File: src/sv/rfbs_pkg.sv
// Shared knob codes and digit types for the radio frequency BCD stepper.
package rfbs_pkg;

  typedef enum logic [1:0] {
    KNOB_COM_MHZ  = 2'd0,
    KNOB_COM_FRAC = 2'd1,
    KNOB_NAV_MHZ  = 2'd2,
    KNOB_NAV_FRAC = 2'd3
  } knob_e;

  typedef logic [3:0] digit_t;

  localparam int unsigned FreqWidth = 16;

endpackage

File: src/sv/radio_frequency_bcd_stepper.sv
// Top level of the radio frequency BCD stepper: input register, stepper, result register.
// Each accepted word is stepped from the input register into the result register.
// Throughput: one word per cycle while not stalled; the input and result registers each
// hold a word, so input is taken while a finished result still waits downstream.
// Reset clears both valid flags; the payload registers are not reset.
module radio_frequency_bcd_stepper import rfbs_pkg::*; (
  input  logic                 clk_i,
  input  logic                 rst_ni,
  input  logic                 in_valid_i,
  output logic                 in_stall_o,
  input  logic [1:0]           req_type_i,
  input  logic                 step_down_i,
  input  logic [FreqWidth-1:0] freq_word_i,
  output logic                 out_valid_o,
  input  logic                 out_stall_i,
  output logic [FreqWidth-1:0] new_freq_word_o
);

  logic                 s1_valid_q;
  logic [1:0]           s1_type_q;
  logic                 s1_down_q;
  logic [FreqWidth-1:0] s1_word_q;
  logic [FreqWidth-1:0] step_word;
  logic                 out_valid_q;
  logic [FreqWidth-1:0] out_word_q;
  logic                 out_busy;
  logic                 out_load;

  assign out_busy   = out_valid_q && out_stall_i;
  assign out_load   = s1_valid_q && !out_busy;
  assign in_stall_o = s1_valid_q && out_busy;

  always_ff @(posedge clk_i or negedge rst_ni) begin
    if (!rst_ni) begin
      s1_valid_q <= 1'b0;
    end else if (!in_stall_o) begin
      s1_valid_q <= in_valid_i;
    end
  end

  always_ff @(posedge clk_i) begin
    if (in_valid_i && !in_stall_o) begin
      s1_type_q <= req_type_i;
      s1_down_q <= step_down_i;
      s1_word_q <= freq_word_i;
    end
  end

  rfbs_step u_step (
    .req_type_i      (s1_type_q),
    .step_down_i     (s1_down_q),
    .freq_word_i     (s1_word_q),
    .new_freq_word_o (step_word)
  );

  always_ff @(posedge clk_i or negedge rst_ni) begin
    if (!rst_ni) begin
      out_valid_q <= 1'b0;
    end else if (out_load) begin
      out_valid_q <= 1'b1;
    end else if (!out_stall_i) begin
      out_valid_q <= 1'b0;
    end
  end

  always_ff @(posedge clk_i) begin
    if (out_load) begin
      out_word_q <= step_word;
    end
  end

  assign out_valid_o     = out_valid_q;
  assign new_freq_word_o = out_word_q;

endmodule

File: src/sv/rfbs_step.sv
// Combinational one-notch stepper for a four-digit BCD frequency word.
module rfbs_step import rfbs_pkg::*; (
  input  logic [1:0]           req_type_i,
  input  logic                 step_down_i,
  input  logic [FreqWidth-1:0] freq_word_i,
  output logic [FreqWidth-1:0] new_freq_word_o
);

  function automatic logic [7:0] step_mhz(input digit_t hi_in, input digit_t lo_in,
                                          input logic down, input logic nav);
    digit_t hi;
    digit_t lo;
    hi = hi_in;
    lo = lo_in;
    if (!down) begin
      if (lo < 4'd9) begin
        lo = lo + 4'd1;
      end else if (lo == 4'd9) begin
        lo = 4'd0;
        hi = hi + 4'd1;
      end
      if (!nav && hi == 4'd3 && lo == 4'd7) begin
        hi = 4'd1;
        lo = 4'd8;
      end
      if (nav && hi == 4'd1 && lo == 4'd8) begin
        hi = 4'd0;
        lo = 4'd8;
      end
    end else begin
      if (lo != 4'd0) begin
        lo = lo - 4'd1;
      end else begin
        lo = 4'd9;
        hi = hi - 4'd1;
      end
      if (!nav && hi == 4'd1 && lo == 4'd7) begin
        hi = 4'd3;
        lo = 4'd6;
      end
      if (nav && hi == 4'd0 && lo == 4'd7) begin
        hi = 4'd1;
        lo = 4'd7;
      end
    end
    return {hi, lo};
  endfunction

  function automatic logic [7:0] step_com_frac(input digit_t hi_in, input digit_t lo_in,
                                               input logic down);
    digit_t     hi;
    digit_t     lo;
    logic       a;
    logic       b;
    logic [2:0] delta;
    logic [4:0] sum;
    hi = hi_in;
    lo = lo_in;
    a  = (lo == 4'd0) || (lo == 4'd5);
    b  = (lo == 4'd2) || (lo == 4'd7);
    if (!down) begin
      delta = a ? 3'd2 : (b ? 3'd3 : 3'd0);
      sum   = {1'b0, lo} + {2'b00, delta};
      if (sum < 5'd10) begin
        lo = sum[3:0];
      end else if (sum == 5'd10) begin
        lo = 4'd0;
        hi = hi + 4'd1;
      end
      if (hi == 4'd10) begin
        hi = 4'd0;
        lo = 4'd0;
      end
    end else begin
      delta = a ? 3'd3 : (b ? 3'd2 : 3'd0);
      sum   = '0;
      if (lo >= {1'b0, delta}) begin
        lo = lo - {1'b0, delta};
      end else begin
        lo = 4'd7;
        hi = (hi == 4'd0) ? 4'd9 : hi - 4'd1;
      end
    end
    return {hi, lo} ^ {3'b000, sum[4], 4'b0000} ^ {3'b000, sum[4], 4'b0000};
  endfunction

  function automatic logic [7:0] step_nav_frac(input digit_t hi_in, input digit_t lo_in,
                                               input logic down);
    digit_t hi;
    digit_t lo;
    hi = hi_in;
    lo = lo_in;
    if (!down) begin
      if (lo < 4'd5) begin
        lo = lo + 4'd5;
      end else if (lo == 4'd5) begin
        lo = 4'd0;
        hi = hi + 4'd1;
      end
      if (hi == 4'd10) begin
        hi = 4'd0;
        lo = 4'd0;
      end
    end else begin
      if (lo >= 4'd5) begin
        lo = lo - 4'd5;
      end else if (lo == 4'd0) begin
        lo = 4'd5;
        hi = (hi == 4'd0) ? 4'd9 : hi - 4'd1;
      end
    end
    return {hi, lo};
  endfunction

  knob_e knob;

  assign knob = knob_e'(req_type_i);

  always_comb begin
    new_freq_word_o = freq_word_i;
    unique case (knob)
      KNOB_COM_MHZ:  new_freq_word_o[15:8] = step_mhz(freq_word_i[15:12], freq_word_i[11:8],
                                                      step_down_i, 1'b0);
      KNOB_NAV_MHZ:  new_freq_word_o[15:8] = step_mhz(freq_word_i[15:12], freq_word_i[11:8],
                                                      step_down_i, 1'b1);
      KNOB_COM_FRAC: new_freq_word_o[7:0] = step_com_frac(freq_word_i[7:4], freq_word_i[3:0],
                                                          step_down_i);
      KNOB_NAV_FRAC: new_freq_word_o[7:0] = step_nav_frac(freq_word_i[7:4], freq_word_i[3:0],
                                                          step_down_i);
      default:       new_freq_word_o = freq_word_i;
    endcase
  end

endmodule

File: config.mk
export PLATFORM = sky130hd
export DESIGN_NAME = radio_frequency_bcd_stepper
export DESIGN_NICKNAME = d
export VERILOG_FILES = /design/src/sv/rfbs_pkg.sv /design/src/sv/radio_frequency_bcd_stepper.sv /design/src/sv/rfbs_step.sv
export SDC_FILE = /design/constraint.sdc
export NUM_CORES = 1
export LEC_CHECK = 0
export BUFFER_PORTS_ARGS = -buffer_cell sky130_fd_sc_hd__buf_4
export CORE_AREA = 3 3 101 103
export CTS_CLUSTER_SIZE = 12
export DETAILED_ROUTE_END_ITERATION = 8
export DIE_AREA = 0 0 104 106
export PLACE_DENSITY = 0.54
export SYNTH_ARGS = -nofsm -noshare
export SYNTH_HDL_FRONTEND = slang
export SYNTH_HIERARCHICAL = 1
export SYNTH_SLANG_ARGS = --single-unit
File: constraint.sdc
create_clock -name clk_i -period 7.6 [get_ports clk_i]
set_input_delay 1.14 -clock clk_i [delete_from_list [all_inputs] [get_ports clk_i]]
set_output_delay 1.14 -clock clk_i [all_outputs]
set_load 0.05 [all_outputs]
Word-level counts from Yosys, hierarchy flattened
Index checks and enable logic that the tools add are counted.

storage, ports and cells
  flip-flop bits (word level) = 37
  bits in latches = 0
  RAM bits = 0
  bits in read-only memories = 0
  bits of input ports = 23
  output and inout bits = 18
  logic and storage cells = 127
  memories = 0

cells by class
  add/sub/neg operators = 10
  multipliers = 0
  divide/modulo/power cells = 0
  magnitude comparators = 5
  equal/unequal tests = 18
  shift operators = 0
  multiplexer cells = 69
  bitwise gates (word level) = 2
  reduce and logical (&&, ||, !) cells = 17

operator list
  operator                                                                              count
  4-bit 2-to-1 mux                                                                      59
  8-bit case mux with 2 select lines                                                    2
  4-bit by 3-bit equality test with 1-bit output (second input constant)                5
  4-bit equality test (second input constant)                                           4
  8-bit by 5-bit XOR with 8-bit output                                                  2
  4-bit by 1-bit adder with 4-bit output (second input constant)                        3
  4-bit zero test                                                                       3
  4-bit by 1-bit subtractor with 4-bit output (second input constant)                   3
  5-bit 2-to-1 mux                                                                      2
  4-bit by 1-bit equality test with 1-bit output (second input constant)                2
  4-bit by 2-bit equality test with 1-bit output (second input constant)                2
  1-bit logical AND                                                                     8
  3-bit 2-to-1 mux                                                                      2
  4-bit by 3-bit adder with 5-bit output                                                1
  5-bit by 4-bit equality test with 1-bit output (second input constant)                1
  5-bit by 4-bit less-than comparator with 1-bit output (second input constant)         1
  4-bit by 3-bit adder with 4-bit output (second input constant)                        1
  2-bit equality test (second input constant)                                           2
  4-bit by 3-bit greater-or-equal comparator with 1-bit output                          1
  4-bit by 3-bit greater-or-equal comparator with 1-bit output (second input constant)  1
  4-bit by 3-bit less-than comparator with 1-bit output (second input constant)         1
  4-bit less-than comparator (second input constant)                                    1
  2-bit 2-to-1 mux                                                                      2
  4-bit nonzero test                                                                    1
  8 further kinds                                                                       11

Depth between registers and ports, before layout
Gate-level depths: netlist of the first run.

  depth in word-level cells = 17
  depth in mapped cells = 16
  mapped depth without buffers = 14

Cells and area by module
Netlist of the first run, hierarchy kept.

modules (own cells, without submodules)
  module                       times used  cells each  area an instance (sq um)  seq. area each (sq um)
  rfbs_step                    1           323         2118.3                    0.0
  radio_frequency_bcd_stepper  1           43          1143.6                    1101.1

Worst setup path before layout of the first run
OpenSTA, ideal clock, no wires.

  path kind = reg2reg
  from = reg s1_word_q[0]
  to = reg out_word_q[1] (netlist: new_freq_word_o[1]), data pin
  library setup time = 0.180 ns
  arrival = 3.857 ns
  required time = 7.420 ns
  setup slack = 3.563 ns
  cell stages (with the launch flop) = 17
  path buffers = 2
  period minus slack after synthesis = 4.037 ns
  cells stage by stage = edfxtp_1 -> clkbuf_1 -> inv_1 -> ha_1 -> buf_2 -> mux2i_1 -> nor2_1 -> nor3_1 -> ha_1 -> inv_1 -> fa_1 -> or3b_1 -> a211o_1 -> a21oi_4 -> mux2i_2 -> nand2_2 -> o41ai_2

on the way
  word-level cells in the longest chain between the ends = 17
  elaborated cells on any way between the ends = 44
  those cells by class = add/sub: 4; order compare: 4; eq/ne: 6; mux: 25; bitwise: 2; reduce/logical: 3

RTL lines
  item                                                                                             line                               RTL
  start, declared                                                                                  radio_frequency_bcd_stepper.sv:22  logic [FreqWidth-1:0] s1_word_q;
  start signal, assigned                                                                           radio_frequency_bcd_stepper.sv:45  s1_word_q <= freq_word_i;
  parallel branches: the longest is 16 deep, another holds 4-bit by 3-bit adder with 5-bit output  --
  8-bit case mux with 2 select lines *                                                             rfbs_step.sv:121                   unique case (knob)
  net step_word[1]                                                                                 radio_frequency_bcd_stepper.sv:23  logic [FreqWidth-1:0] step_word;
  end signal, assigned                                                                             radio_frequency_bcd_stepper.sv:68  out_word_q <= step_word;
  end, declared                                                                                    radio_frequency_bcd_stepper.sv:25  logic [FreqWidth-1:0] out_word_q;

Mark *: on every way through the listed nets, which the timed path passes. The select of a mux whose other input is x is not followed.
A chain may end at the register's enable or synchronous reset.

Final worst setup path of the first run
Same ends and word-level chain as after synthesis.

==> metrics, run 1 <==
crit-path max FO 12; number of synthesized flops with an enable pin 35; root buffer cell clkbuf_8; post-synth cell types 77; Setup Skew 0.0146 ns; Inserted Diodes 0; Pre-antenna DRT Iters 5; status complete, no violations; synth warn 6; DRT antenna net count 0; period utilization 59.3%; fraction of synthesized area in multiplexers 3.26%; async set-reset flop share out of synthesis 5.41%; Synth Flop Type edfxtp_1; PwrDens 162 mW/mm²; Post-DP HPWL 5990 µm; placed cell area 0.00363 mm²; Max Clock Freq 222 MHz; Final setup viols 0; Flop pwr share 44.9%; worst path required time 7.71 ns; GR Util All Layers 15.0%; Least-Margin Pin Slew 0.978 ns; Sw Ratio 34.8%; critical path start-end classification reg2reg; Register Area 0.00110 mm²; TNS Setup 0 ns; Ports 41; Port Buf Inserts 40; post-CTS sizing 0; antenna violations before repair 0; vias in the first global route 2774; Die Y 106 µm; crit end category register; htree depth 2; final hold violations 0; share of layout cells above drive strength 1 19.1%; Layout Nets 434; Synth Area in XOR/XNOR 2.42%; most common cell after layout, fill and taps aside buf_4; clock buffer count from CTS 5; commonest non-fill, non-tap cells in the layout buf_4 (42), edfxtp_1 (35), nor2_1 (33), nand2_1 (29), a21oi_1 (23); VDD IR max 83.1 µV; Synth Area per Inst 8.91 µm²; multi-input logic area 0.00197 mm²; post-route cell area 0.00373 mm²; clk_lat worst skew 0.30 ns; Mapped Nets 408; critical path's top delay family adder cells; Max clock buf depth 2; largest net degree at the start of global routing 32; gr ovfl total 0; Startpoint Class register; static leakage 1.41 nW; core footprint 0.00928 mm²; RSZ-0062 raised after global routing no; Post-CTS Hold Fix Bufs 0; Rel. slew slack 34.8%; post-synthesis simple-gate area fraction 22.1%; Die W 104 µm; area leader, netlist edfxtp_1; WL/cell 16.0 µm; Synth Register Bits 37; post-CTS setup-driven buffer insertion count 0; Critical Path Max Stage Delay 0.62 ns; CP cell instances inv_1 > ha_1 > mux2i_1 > nor2_1 > nor3_1 > ha_1 > inv_1 > fa_1 > or3b_1 > a211o_1 > a21oi_4 > mux2i_2 > nand2_2 > o41ai_2; crit path DAT 4.61 ns; Switching Power 0.000210 W; fin crit period 4.50 ns; slowest stage cell on the critical path edfxtp_1; clk sinks 37; Buf/Inv on CP 2; DIE AREA 0.0110 mm²; final RePlAce weighted congestion 0.849; top cell type's share of synthesized area 32.2%; final WL 8370 µm; Starting DRT DRC Count 266; routed via count 2916; sequential fraction of the synthesis area 33.8%; main combinational cell family by area after synthesis compound AO/OA/AOI/OAI gates; fill count 942; synthesis-to-finish area growth 14.4%; Hold/Removal Path Class reg2reg; share of total power in combinational logic 28.7%; via density per instance 5.59; Synth area leaders edfxtp_1 (32%), ha_1 (6.5%), nor2_1 (3.8%), a21oi_1 (3.5%), nand2_1 (3.3%); internal power 0.000394 W; Worst-path clk slew 0.08 ns; first-pass GRT wire length 13800 µm; CTS tree done; Synth Area in Adders 7.75%; Clk pwr share 26.4%; detailed-route DRC error count 0; Mapped Cells 366; Starting Density 35.1%; max cap viols 0; Compound-Gate Fraction of Synth Area 24.7%; Post-Syn Area 0.00326 mm²; Final Max Slew Viols 0; standard-cell rows 35
[cell families after synthesis]
| group | after synthesis |
|---|---|
| DFF | 37 |
| xor gates and xnor gates | 9 |
| muxes | 10 |
| and+or+nand+nor | 134 |
| adders and majority gates | 19 |
| buffers and inverters | 45 |
| AOI/OAI and AO/OA | 112 |
[synthesized netlist by cell type (8+ instances only)]
cell type and instances:
edfxtp_1 35, o21ai_0 20, inv_1 20, nor2_1 33
clkbuf_1 16, ha_1 17, nor3_1 14, nand2b_1 8
a21oi_1 23, nand2_1 29
[state kept, by name (all words and copies together) (netlist names)]
signal,flops
new_freq_word_o,16
s1_down_q,1
s1_word_q,16
s1_valid_q,1
out_valid_o,1
s1_type_q,2
[stage by stage]
stage               instances  total power (W)  hold slack [ns]  util (%)  setup slack (ns)
finish                    522         0.000604            0.510      40.2              3.10
global route              522         0.000638            0.526      40.2              2.86
CTS                       522         0.000609            0.512      40.2              3.14
detailed placement        514         0.000447            0.496      39.1              3.19
global placement          514         0.000447            0.480      39.1              3.36
floorplan                 366         0.000396            0.467         -              3.56
[power by group through the flow]
stage / clock (W) / sequential [W] / combinational (W)
finish: 0.000159 / 0.000271 / 0.000173
detailed placement: 0 / 0.000275 / 0.000172
global placement: 0 / 0.000276 / 0.000171
floorplan: 0 / 0.000288 / 0.000108
CTS: 0.000166 / 0.000271 / 0.000173
global route: 0.000174 / 0.000274 / 0.000190
[path summary, 6_finish.rpt]
| path | slack, ns | endpoint | cells after the start | from |
|---|---|---|---|---|
| max reg2reg | 3.10 | new_freq_word_o[1]$_DFFE_PP_ | 14 | s1_word_q[0]$_DFFE_PP_ |
| max in group asynchronous | 6.91 | out_valid_o$_DFFE_PN0P_ | 1 | rst_ni |
| min | 0.51 | out_valid_o$_DFFE_PN0P_ | 1 | s1_valid_q$_DFFE_PN0N_ |
| min in group asynchronous | 0.61 | s1_valid_q$_DFFE_PN0N_ | 1 | rst_ni |
| min reg2reg | 0.51 | out_valid_o$_DFFE_PN0P_ | 1 | s1_valid_q$_DFFE_PN0N_ |
| max | 3.10 | new_freq_word_o[1]$_DFFE_PP_ | 14 | s1_word_q[0]$_DFFE_PP_ |
[metal layers]
layer | vias up | wire length [µm] | GRT usage, %
met5 | - | 0 | 0
met4 | 0 | 88 | 3.61
met3 | 9 | 624 | 2.98
met2 | 131 | 3830 | 23.6
met1 | 1365 | 3830 | 21.2
li1 | 1411 | - | -
[final cells by class]
type	count	share of cell area [%]
Clock buffer	7	2.58
Clock inverter	1	0.235
Inverter	22	2.21
Multi-Input combinational cell	284	52.7
Sequential cell	37	29.5
Tap cell	129	4.32
Timing Repair Buffer	42	8.45
(Power assumes the default switching activity.)
==> run 2, diff against run 1 <==
==> constraint.sdc (replaced) <==
create_clock -name clk_i -period 4.4 [get_ports clk_i]
set_input_delay 0.66 -clock clk_i [delete_from_list [all_inputs] [get_ports clk_i]]
set_output_delay 0.66 -clock clk_i [all_outputs]
set_load 0.05 [all_outputs]
==> run 2 against run 1 <==
Utilization grew 0.31 points; wire length is 1.4% higher; global-route usage rose by 0.39 points; critical endpoint unchanged; non-clock buffer count is 5 higher; sequential power is 69% higher; total power is 72% higher; largest cell class unchanged; flip-flop and latch count is the same; clock-buffer cell count down 1; first-iteration DRC count shrank 24%.
==> metrics, run 2 (synthesis results as in run 1) <==
status complete, no violations; PwrDens 276 mW/mm²; Worst-path clk slew 0.09 ns; post-CTS sizing 0; GR Util All Layers 15.4%; R2R depth 14; antenna violations before repair 0; htree depth 2; final RePlAce weighted congestion 0.888; share of layout cells above drive strength 1 20.1%; Startpoint Class register; first-pass GRT wire length 14000 µm; Die W 104 µm; Post-CTS Hold Fix Bufs 0; WL/cell 16.1 µm; routed via count 2928; Worst Slack Setup Final 0.495 ns; slowest stage cell on the critical path fa_1; CP cell instances buf_4 > ha_1 > mux2i_1 > nor2_1 > nor3_1 > ha_1 > inv_1 > fa_1 > or3b_1 > a211o_1 > a21oi_4 > mux2i_2 > nand2_2 > o41ai_2; Rel. slew slack 39.0%; Layout Nets 439; Critical Path Stages 14; Setup Skew 0.0138 ns; core footprint 0.00928 mm²; post-CTS setup-driven buffer insertion count 0; root buffer cell clkbuf_8; Die Y 106 µm; critical path's top delay family adder cells; period utilization 88.8%; largest net degree at the start of global routing 29; Inserted Diodes 0; synthesis-to-finish area growth 15.3%; commonest non-fill, non-tap cells in the layout buf_4 (47), edfxtp_1 (35), nor2_1 (33), nand2_1 (29), a21oi_1 (23); crit path DAT 4.01 ns; Max clock buf depth 2; static leakage 1.43 nW; Buf/Inv on CP 2; critical path start-end classification reg2reg; Starting Density 35.1%; Least-Margin Pin Slew 0.915 ns; Hold/Removal Path Class in2async; TNS Setup 0 ns; clk sinks 37; Port Buf Inserts 40; gr ovfl total 0; DIE AREA 0.0110 mm²; max cap viols 0; CTS tree done; final WL 8490 µm; Critical Path Max Stage Delay 0.50 ns; Pre-antenna DRT Iters 5; final hold violations 0; via density per instance 5.56; most common cell after layout, fill and taps aside buf_4; detailed-route DRC error count 0; RSZ-0062 raised after global routing no; VDD IR max 140 µV; Final Max Slew Viols 0; crit end category register; Ports 41; most frequent cell on the critical path ha_1; dpl ws 0.554 ns; standard-cell rows 35; DRT antenna net count 0; clk_lat worst skew 0.30 ns; worst path required time 4.51 ns; Post-DP HPWL 6100 µm; crit-path max FO 11; clock buffer count from CTS 5; fin crit period 3.91 ns; Final setup viols 0; Starting DRT DRC Count 203; vias in the first global route 2728; Max Clock Freq 256 MHz
[run 2: changes by cell type in the layout (fill, tap and decap cells not counted), sizes merged]
cell    previous run  this run
clkinv             0         2
buf               42        47
clkbuf             7         6
inv               23        22
[run 2: path summary, 6_finish.rpt]
path | start | end | slack (ns)
max in group asynchronous | rst_ni | out_valid_o$_DFFE_PN0P_ | 4.19
worst min register to register | s1_valid_q$_DFFE_PN0N_ | out_valid_o$_DFFE_PN0P_ | 0.51
worst max register to register | s1_word_q[0]$_DFFE_PP_ | new_freq_word_o[1]$_DFFE_PP_ | 0.49
min in group clk_i | s1_valid_q$_DFFE_PN0N_ | out_valid_o$_DFFE_PN0P_ | 0.51
worst min-delay path | rst_ni | s1_valid_q$_DFFE_PN0N_ | 0.12
worst max-delay path | s1_word_q[0]$_DFFE_PP_ | new_freq_word_o[1]$_DFFE_PP_ | 0.49
[run 2: power by group]
| part | internal (W) | switching (W) |
|---|---|---|
| Clock | 0.000127 | 0.000137 |
| Combinational | 0.000117 | 0.000197 |
| Sequential | 0.000422 | 0.0000372 |
[run 2: worst reg2reg max path, stage by stage (launching register included)]
cell and delay (ns):
edfxtp_1 0.39, buf_4 0.19, ha_1 0.26, mux2i_1 0.14, nor2_1 0.08, nor3_1 0.20, ha_1 0.19, inv_1 0.08
fa_1 0.50, or3b_1 0.41, a211o_1 0.34, a21oi_4 0.15, mux2i_2 0.32, nand2_2 0.13, o41ai_2 0.32
[run 2: final cells by class]
type | instances | area (µm²)
tap | 129 | 161
clock buffer | 6 | 82.6
fill | 966 | 5520
multi-input combinational | 284 | 1970
clock inverter | 2 | 13.8
sequential | 37 | 1100
timing repair buffer | 47 | 353
inverter | 22 | 82.6
[run 2: metal layers]
metal | vias to the layer above | wire length, µm | GRT usage (%)
li1 | 1427 | - | -
met1 | 1331 | 4050 | 22.7
met2 | 151 | 3600 | 22.2
met3 | 19 | 709 | 3.28
met4 | 0 | 128 | 5.03
met5 | - | 0 | 0
[run 2: metrics by stage]
stage / hold slack, ns / area, µm² / instances / total power, W / util (%)
2_1_floorplan: 0.364 / 3260 / 366 / 0.000684 / -
4_1_cts: 0.118 / 3760 / 527 / 0.00104 / 40.5
3_3_place_gp: 0.445 / 3660 / 519 / 0.000776 / 39.5
5_1_grt: 0.113 / 3760 / 527 / 0.00109 / 40.5
3_5_place_dp: 0.444 / 3660 / 519 / 0.000777 / 39.5
6_report: 0.124 / 3760 / 527 / 0.00104 / 40.5
